$ cat src/sv/wfac_ram.sv
module wfac_ram #(
  parameter int unsigned WIDTH = 8,
  parameter int unsigned DEPTH = 16
) (
  input  logic                     clk_i,
  input  logic                     we_i,
  input  logic [$clog2(DEPTH)-1:0] waddr_i,
  input  logic [WIDTH-1:0]         wdata_i,
  input  logic [$clog2(DEPTH)-1:0] raddr_i,
  output logic [WIDTH-1:0]         rdata_o
);

  logic [WIDTH-1:0] mem_q [DEPTH];
  logic [WIDTH-1:0] rdata_q;

  always_ff @(posedge clk_i) begin
    if (we_i) begin
      mem_q[waddr_i] <= wdata_i;
    end
    rdata_q <= mem_q[raddr_i];
  end

  assign rdata_o = rdata_q;

endmodule

$ cat config.mk
export PLATFORM = sky130hd
export DESIGN_NAME = wfac_ram
export DESIGN_NICKNAME = d
export VERILOG_FILES = /design/src/sv/wfac_ram.sv
export SDC_FILE = /design/constraint.sdc
export NUM_CORES = 1
export LEC_CHECK = 0
export BUFFER_PORTS_ARGS = -buffer_cell sky130_fd_sc_hd__buf_2
export CELL_PAD_IN_SITES_DETAIL_PLACEMENT = 2
export CELL_PAD_IN_SITES_GLOBAL_PLACEMENT = 2
export CORE_ASPECT_RATIO = 0.9
export CORE_MARGIN = 5
export CORE_UTILIZATION = 40
export CTS_CLUSTER_SIZE = 40
export DETAILED_ROUTE_END_ITERATION = 16
export PLACE_DENSITY = 0.69
export SYNTH_ARGS = -nofsm -noshare
export SYNTH_HDL_FRONTEND = slang
export SYNTH_SLANG_ARGS = --single-unit
$ cat constraint.sdc
create_clock -name clk_i -period 3.6 [get_ports clk_i]
set_input_delay 0.9 -clock clk_i [delete_from_list [all_inputs] [get_ports clk_i]]
set_output_delay 0.9 -clock clk_i [all_outputs]
set_load 0.03 [all_outputs]
==> results.ini <==
[status]
status = completed

[sta]
worst_pin_slew_ns = 0.950
setup_viol_count_final = 0
slew_headroom_pct = 36.4
hold_viol = 0
period_share_pct = 60.4
fin_crit_ns = 2.17
fin_skew_ns = 0.00349
grt_setup_unrepaired = no
fmax_mhz = 460
maxSlewViolCount = 0
tns_ns = 0
setup_ws_ns = 1.43

[route]
drt_iter0_drc = 234
totalWireLength_um = 11900
drtPass1Iterations = 4
postRouteAntennaNets = 0
drc_errors = 0
routedWlPerCell_um = 26.4
viasPerCell = 5.39
vias = 2433

[grt]
met1_usage_pct = 22.4
overflow = 0
grt_pass1_vias = 2774
grt_pass1_wl_um = 18000
busiest_layer = met2
grt_max_degree = 33
met3_usage_pct = 4.67
track_usage_pct = 17.0
use_met2_pct = 27.4
grt_antenna_before_repair = 0

[placement]
io_buffers = 25
dp_slack_ns = 0.981
globalplace.congestion = 0.680
hpwl_um = 7450

[floorplan]
start_util_pct = 40.7
rows = 39
die_h_um = 118
core_region_area_um2 = 12600
dieArea_um2 = 15200
io-pin-count = 26
fp.dieW_um = 130

[setup_path]
path_max_fanout = 20
path_cells = buf_2, buf_12, mux4_2, a22oi_1, nand2_1
cp.arrival_ns = 2.47
max_stage_delay_ns = 0.52
r2r_setup_slack_ns = 2.21
critPathRequiredTime_ns = 3.89
cp-end-kind = flop
crit_start = raddr_i[0]
r2r-start = mem_q[10][6]
crit_slowest_cell = mux4_2
crit_type = input pin to flop
start_kind = input pin

[cts]
htreeDepth = 4
cts_tree = built
clock_path_buffers = 2
clock_sinks = 136
clkLatencyLatePin_ns = 0.41
cts_setup_buffers = 0
cts-resized-gates = 0
cts.hold.buffers_added = 0
clkTransAtPathRegs_ns = 0.06
clockRootBuffer = clkbuf_16
cts_buffers = 17

[yosys]
synth_enable_flop_cells = 128
synthDistinctLibCells = 19
synth-seq-cells = 136
synth_nets = 247
yosys_warnings = 0
synth-main-ff-cell = edfxtp_1
synthCells = 229
avgSynthCellArea_um2 = 22.5
syn_area_um2 = 5150
synth-seq-area-share_pct = 77.8
async_flop_share_pct = 0

[power_and_ir_drop]
finalPower_mw = 3.78
p_comb_share_pct = 4.8
clkPwrFrac_pct = 48.0
p_seq_share_pct = 47.2
ir_worst_vdd_mv = 0.333
swShare_pct = 19.8
cellPowerDensity_nw_per_um2 = 619
power.leakage_nw = 2.07
internal_power_mw = 3.03
p_switching_mw = 0.748

[finish]
utilization_pct = 48.4
antennaDiodeCount = 0
nNetsFinal = 292
drive_gt1_share_pct = 30.0
syn_to_final_growth_pct = 18.8

[hold_path]
hold_class = flop to flop
min_from = mem_q[12][5]

[job]
drv_cap = 0

==> metal layers <==
metal  wire [µm]  up-vias  share of wire [%]
met4         128        0                1.1
li1            -     1061                  -
met1        5220     1316                 44
met5           0        -                  0
met3         449       13                3.8
met2        6130       43                 51
==> final timing paths <==
kind / depth (start not counted) / endpoint
setup / recovery: 5 / rdata_o[6]
hold / removal: 3 / rdata_o[5]
setup reg to reg: 3 / rdata_o[6]
hold reg to reg: 3 / rdata_o[5]
==> kinds of logic after synthesis <==
logic type	Yosys count	synth area share (%)
flip-flops	136	77.8
buffers and inverters	10	1.68
multiplexers	32	15.0
AO/OA/AOI/OAI	16	2.33
AND/OR/NAND/NOR	35	3.18
==> worst max-delay path: cells and delay by family <==
kind	cells	cell delay [ns]
compound gates	1	0.32
buf+inv	2	0.62
mux	1	0.52
simple gates	1	0.09
==> flip-flops by register name, summed over array words and instances, names as in the netlist <==
name	count
mem_q	128
rdata_o	8
==> power by group through the flow <==
stage / logic (mW) / clock network, mW / registers [mW]
5_1_grt: 0.195 / 1.92 / 1.79
4_1_cts: 0.187 / 1.85 / 1.79
6_report: 0.182 / 1.81 / 1.79
2_1_floorplan: 0.0899 / 0 / 1.83
3_5_place_dp: 0.185 / 0 / 1.82
3_3_place_gp: 0.178 / 0 / 1.81
==> layout make-up <==
cell class,instances,area (µm²)
fill,1120,6530
sequential,136,4000
multi-input combinational,83,1060
clock buffer,24,512
timing repair buffer,36,220
tap,164,205
clock inverter,8,115
==> placed cells by master, fill, tap and decap left out <==
| cell type | netlist | routed |
|---|---|---|
| clkbuf_16 | 0 | 17 |
| or3b_2 | 1 | 1 |
| nand2_1 | 9 | 9 |
| clkbuf_8 | 0 | 6 |
| a22oi_1 | 16 | 16 |
| edfxtp_1 | 128 | 128 |
| nand2b_1 | 2 | 2 |
| nor2b_1 | 1 | 1 |
| nand3b_1 | 2 | 2 |
| buf_2 | 3 | 25 |
| and2_1 | 1 | 1 |
| mux4_2 | 18 | 18 |
| nor3_1 | 4 | 4 |
| buf_12 | 0 | 1 |
| clkbuf_1 | 0 | 1 |
| clkinv_2 | 0 | 5 |
| nor2_1 | 13 | 13 |
| dfxtp_1 | 8 | 8 |
| nand3_1 | 1 | 1 |
| mux4_1 | 14 | 14 |
| bufinv_16 | 0 | 3 |
| buf_4 | 1 | 10 |
| and2b_1 | 1 | 1 |
==> synth_stat cells, types with 2 or more instances <==
| master | n | area (µm²) |
|---|---|---|
| nor3_1 | 4 | 20.0 |
| nand3b_1 | 2 | 15.0 |
| edfxtp_1 | 128 | 3840 |
| dfxtp_1 | 8 | 160 |
| nand2_1 | 9 | 33.8 |
| a22oi_1 | 16 | 120 |
| mux4_1 | 14 | 368 |
| nand2b_1 | 2 | 12.5 |
| nor2_1 | 13 | 48.8 |
| buf_6 | 3 | 33.8 |
| clkdlybuf4s25_2 | 3 | 30.0 |
| mux4_2 | 18 | 405 |
| buf_2 | 3 | 15.0 |
==> per-stage QoR <==
stage,hold slack [ns],std cells,area [µm²]
after floorplan,0.629,229,5150
after global placement,0.658,419,5490
after detailed placement,0.667,419,5490
after CTS,0.686,451,6110
after global routing,0.698,451,6110
final,0.683,451,6110
Power figures use the tool's default switching activity.
