===== src/sv/wfac_pkg.sv =====
package wfac_pkg;

  localparam int unsigned OFFSET_BITS   = 20;
  localparam int unsigned SIZE_BITS     = 21;
  localparam int unsigned FREE_SLOTS_DEF = 16;
  localparam int unsigned USED_SLOTS_DEF = 32;

  localparam logic [SIZE_BITS-1:0] POOL_RESET = 21'd65536;
  localparam logic [SIZE_BITS-1:0] POOL_CAP   = SIZE_BITS'(1 << OFFSET_BITS);

  typedef enum logic [2:0] {
    ST_OK      = 3'd0,
    ST_OOM     = 3'd1,
    ST_BADADDR = 3'd2,
    ST_FULL    = 3'd3,
    ST_ZERO    = 3'd4
  } status_e;

  typedef enum logic {
    ACT_ALLOC = 1'b0,
    ACT_FREE  = 1'b1
  } action_e;

  typedef struct packed {
    logic                   action;
    logic [SIZE_BITS-1:0]   req_size;
    logic [OFFSET_BITS-1:0] block_offset;
  } in_t;

  typedef struct packed {
    status_e                status;
    logic [OFFSET_BITS-1:0] granted_offset;
    logic [SIZE_BITS-1:0]   largest_free;
    logic [SIZE_BITS-1:0]   total_free;
  } out_t;

  typedef struct packed {
    logic [OFFSET_BITS-1:0] off;
    logic [SIZE_BITS-1:0]   len;
  } seg_t;

  typedef enum logic [2:0] {
    TBL_NOP,
    TBL_INIT,
    TBL_WR,
    TBL_ERASE,
    TBL_INSERT
  } tbl_op_e;

  typedef struct packed {
    tbl_op_e op;
    seg_t    data;
  } tbl_cmd_t;

  typedef enum logic [3:0] {
    S_IDLE,
    S_A_CHK,
    S_A_SLOT,
    S_A_UPD,
    S_F_SCAN_U,
    S_F_SCAN_S,
    S_F_MERGE,
    S_PL_UP,
    S_PL_DN,
    S_DONE
  } state_e;

endpackage


===== src/sv/wfac_seg_tbl.sv =====
module wfac_seg_tbl #(
  parameter int unsigned FREE_SLOTS = 16
) (
  input  logic                              clk_i,
  input  logic                              rst_ni,
  input  wfac_pkg::tbl_cmd_t                cmd_i,
  input  logic [$clog2(FREE_SLOTS)-1:0]     idx_i,
  input  logic [wfac_pkg::SIZE_BITS-1:0]    init_len_i,
  input  logic [$clog2(FREE_SLOTS)-1:0]     rd_idx_i,
  output wfac_pkg::seg_t                    rd_seg_o,
  output wfac_pkg::seg_t                    front_o,
  output logic [$clog2(FREE_SLOTS+1)-1:0]   count_o
);
  import wfac_pkg::*;

  localparam int unsigned FI = $clog2(FREE_SLOTS);
  localparam int unsigned FC = $clog2(FREE_SLOTS + 1);

  seg_t          seg_q [FREE_SLOTS];
  logic [FC-1:0] count_q;

  always_ff @(posedge clk_i or negedge rst_ni) begin
    if (!rst_ni) begin
      for (int i = 1; i < FREE_SLOTS; i++) begin
        seg_q[i] <= '0;
      end
      seg_q[0] <= '{off: '0, len: POOL_RESET};
      count_q  <= FC'(1);
    end else begin
      case (cmd_i.op)
        TBL_INIT: begin
          seg_q[0] <= '{off: '0, len: init_len_i};
          count_q  <= (init_len_i != '0) ? FC'(1) : '0;
        end
        TBL_WR: begin
          seg_q[idx_i] <= cmd_i.data;
        end
        TBL_ERASE: begin
          for (int i = 0; i < FREE_SLOTS - 1; i++) begin
            if (FI'(i) >= idx_i) begin
              seg_q[i] <= seg_q[i+1];
            end
          end
          count_q <= count_q - FC'(1);
        end
        TBL_INSERT: begin
          for (int i = 1; i < FREE_SLOTS; i++) begin
            if (FI'(i) > idx_i) begin
              seg_q[i] <= seg_q[i-1];
            end
          end
          seg_q[idx_i] <= cmd_i.data;
          count_q      <= count_q + FC'(1);
        end
        default: begin
        end
      endcase
    end
  end

  assign rd_seg_o = seg_q[rd_idx_i];
  assign front_o  = seg_q[0];
  assign count_o  = count_q;

endmodule

===== config.mk =====
export PLATFORM = sky130hd
export DESIGN_NAME = wfac_seg_tbl
export DESIGN_NICKNAME = d
export VERILOG_FILES = /design/src/sv/wfac_pkg.sv /design/src/sv/wfac_seg_tbl.sv
export SDC_FILE = /design/constraint.sdc
export NUM_CORES = 2
export LEC_CHECK = 0
export BUFFER_PORTS_ARGS = -buffer_cell sky130_fd_sc_hd__buf_2
export CAP_MARGIN = 0
export CORE_MARGIN = 2
export CORE_UTILIZATION = 30
export CTS_BUF_LIST = sky130_fd_sc_hd__clkbuf_8 sky130_fd_sc_hd__clkbuf_16
export DETAILED_ROUTE_END_ITERATION = 8
export PLACE_DENSITY = 0.55
export SLEW_MARGIN = 40
export SYNTH_ARGS = -nofsm -noshare
export SYNTH_HDL_FRONTEND = slang
export SYNTH_SLANG_ARGS = --single-unit

===== constraint.sdc =====
create_clock -name clk_i -period 2.17 [get_ports clk_i]
set_clock_uncertainty 0.2 [all_clocks]
set_input_delay 0 -clock clk_i [delete_from_list [all_inputs] [get_ports clk_i]]
set_output_delay 0 -clock clk_i [all_outputs]
set_load 0.005 [all_outputs]

==> flow_summary_export.csv <==
group,metric,value,unit
cells_and_area,diodes,0,
synthesis,synth_top_family_by_area,"compound AO/OA/AOI/OAI gates",
route,firstDrtPassIters,9,
power,p_per_area,737,mW/mm²
worst_setup_path,crit_chain,"mux4_2 > mux4_2 > buf_6",
synthesis,synth_ff_type,"dfrtp_1",
place,dp_hpwl,126,mm
hold_path,hp-class,"primary input to flop",
synthesis,yosys-top-cells-count,"dfrtp_1, nand2_1, a22o_1",
global_routing,grt_max_degree,126,
timing,slew-limit-headroom,36.0,%
power,p_leak,22.2,nW
clock_tree,clockBufferDepth,3,
place,port_buffers,161,
synthesis,synth_most_common_cell,"dfrtp_1",
global_routing,grt_use_total,27.0,%
worst_setup_path,crit_type,"flop to primary output",
cells_and_area,syn2layout_area_growth,27.8,%
worst_setup_path,critical_path_arrival,2.41,ns
floorplanning,core_area,0.137,mm²
worst_setup_path,slowest_delay,0.60,ns
synthesis,synth_nets,4430,
flow_run,maxCapViolCount,0,
global_routing,grt_overflow,0,
clock_tree,insertion_delay,0.70,ns
global_routing,grt_pass1_vias,40853,
cells_and_area,area.sequential,0.0166,mm²
synthesis,synth_area,0.0414,mm²
cells_and_area,design_area,0.0529,mm²
place,dpl_cell_area,0.0469,mm²
route,drt-total-wl,197,mm
synthesis,ys_types,72,
floorplanning,rows,136,
floorplanning,die_w,375,µm
synthesis,synthMuxAreaShare,12.3,%
timing,post-route-period-util,120,%
synthesis,synthSimpleGateAreaFrac,10.8,%
clock_tree,clk_pin_slew,0.06,ns
route,drc,3,
run_status,status,"finished with violations",
timing,max_freq,384,MHz
cells_and_area,nets,4854,
timing,finalMaxSlewViolations,0,
global_routing,grt_antenna_before_repair,8,
cells_and_area,multiInputGateArea,0.0226,mm²
synthesis,synth-edff-count,0,
cells_and_area,final_core_util,38.6,%
route,drtIter0Drc,6125,
synthesis,yosysWarnings,0,
cells_and_area,nFillCells,13528,
floorplanning,io_pins,162,
timing,fin_hold_ws,-0.0768,ns
timing,worst_slack,-0.435,ns
clock_tree,numCtsBuffers,81,
floorplanning,die_area,0.141,mm²
synthesis,synth.area.top_cells,"dfrtp_1, mux4_2, a22o_1",
synthesis,ys_seq_area_share,40.0,%
synthesis,synth_area_per_cell,9.52,µm²
worst_setup_path,cp_max_fo,2,
clock_tree,cts_root_buffer,"clkbuf_16",
worst_setup_path,worstSetupStartpointType,"flop",
route,viasPerCell,6.39,
clock_tree,cts_tree,"yes",
floorplanning,die_h,375,µm
timing,worst_slew_pin_slew,0.958,ns
route,wire_per_inst,29.7,µm
synthesis,synthArstFlopShare,100,%
route,dr_total_vias,42306,
synthesis,synth_compound_area_share,30.3,%
run_status,violations,"design-rule violations, negative hold slack, negative setup slack",
worst_setup_path,worst_setup_path_end_kind,"primary output",
route,drtAntennaViolNets,0,
worst_setup_path,worstPathRequired,1.97,ns
timing,finalSetupViolCount,60,
worst_setup_path,cpMaxStageDelayCell,"mux4_2",
synthesis,synth_cells,4350,
synthesis,synth_xor_area_share,0.0423,%
timing,finalHoldViolCount,5,
power,ir_worst_vdd,552,µV
floorplanning,initial_core_util,30.2,%
synthesis,synth.top_cell.area_share,39.8,%
cells_and_area,drive_above_1_share,26.1,%
synthesis,synth_seq_cells,661,
synthesis,synth_largest_area_cell,"dfrtp_1",
global_routing,grt_pass1_wl,286,mm
timing,layout_min_cycle_time,2.61,ns
clock_tree,clock_sinks,661,
worst_setup_path,crit_top_cell,"mux4_2",
clock_tree,cts_htree_levels,3,
synthesis,synth_fa_ha_area_share,0.169,%
place,place.gp.congestion,0.941,
timing,grt_setup_unrepaired,"yes",
[final cells by class]
cell class	count	area share, %
Clock buffer	100	4.37
Clock inverter	38	0.541
Inverter	21	0.154
Multi-Input combinational cell	3091	42.7
Sequential cell	661	31.3
Tap cell	1794	4.24
Timing Repair Buffer	918	16.6
[cell usage in the layout, fill, tap and decap left out, types with 68 or more instances in the layout]
cell,instances
o2bb2ai_1,83
nand3_1,68
buf_12,154
nand2_1,628
a21oi_1,342
a31oi_1,73
a22oi_1,206
o21ai_0,87
buf_2,137
mux4_2,205
buf_4,512
dlygate4sd3_1,91
a222oi_1,85
a22o_1,350
o22ai_1,81
nor2_1,234
o21ai_1,237
dfrtp_1,629
clkbuf_16,83
[sequential cells by signal, summed over array words and instances (netlist names)]
register  flops
seg_q       615
front_o      41
count_o       5
[timing repair]
item	CTS	global route
endpoints found under the hold margin	1320	29
resized for setup	38	20
endpoints found under the setup margin	41	384
hold buffers	88	9
setup buffers	239	62
[stage by stage]
stage / setup slack, ns / std cells / total power, mW / TNS (ns) / hold slack, ns
final: -0.435 / 6623 / 39.0 / -17.93 / -0.0768
after global routing: -0.435 / 6623 / 40.2 / -21.85 / 0.00634
after floorplan: -0.111 / 4350 / 19.9 / -0.111 / -0.496
after CTS: -0.472 / 6555 / 38.7 / -22.67 / 0.000230
after global placement: -0.139 / 6090 / 23.7 / -4.10 / -0.170
after detailed placement: -0.167 / 6090 / 23.8 / -3.56 / -0.172
[layer usage]
layer	share of wire [%]	track usage [%]	up-vias
met4	5.6	14.2	10
met3	9.3	4.73	549
met1	39	35.4	21515
li1	-	-	17500
met2	46	42.7	2732
met5	0.027	0	-
[where the power goes]
group	leakage, nW	internal (mW)	total, mW	switching, mW
clock network	1.36	7.95	13.8	5.88
registers	8.74	13.8	15.4	1.57
logic	12.1	4.53	9.76	5.22
total	22.2	26.3	39.0	12.7
[worst max-delay path: cells and delay by family (launching register included)]
| family | cells | cell delay, ns |
|---|---|---|
| DFF | 1 | 0.41 |
| buffers and inverters | 1 | 0.15 |
| muxes | 2 | 1.16 |
[kinds of logic (layout without fill, tap and decap cells)]
kind of cell | Yosys count | after routing
flip-flops | 661 | 661
AO/OA/AOI/OAI | 1772 | 1772
XOR/XNOR | 2 | 2
multiplexers | 251 | 251
buffers and inverters | 598 | 1077
adder cells (fa/ha/maj) | 5 | 5
AND/OR/NAND/NOR | 1061 | 1061
[path summary, 6_finish.rpt]
path / start / to / slack (ns) / depth (start not counted)
max reg2reg: seg_q[368] / seg_q[409] / 0.24 / 6
max: front_o[20] / rd_seg_o[20] / -0.44 / 3
max in group asynchronous: rst_ni / seg_q[529] / 0.80 / 4
min: cmd_i[41] / count_o[0] / -0.08 / 5
min reg2reg: seg_q[85] / seg_q[85] / 0.34 / 2
min in group asynchronous: rst_ni / seg_q[614] / 0.53 / 4
(Power assumes the default switching activity.)
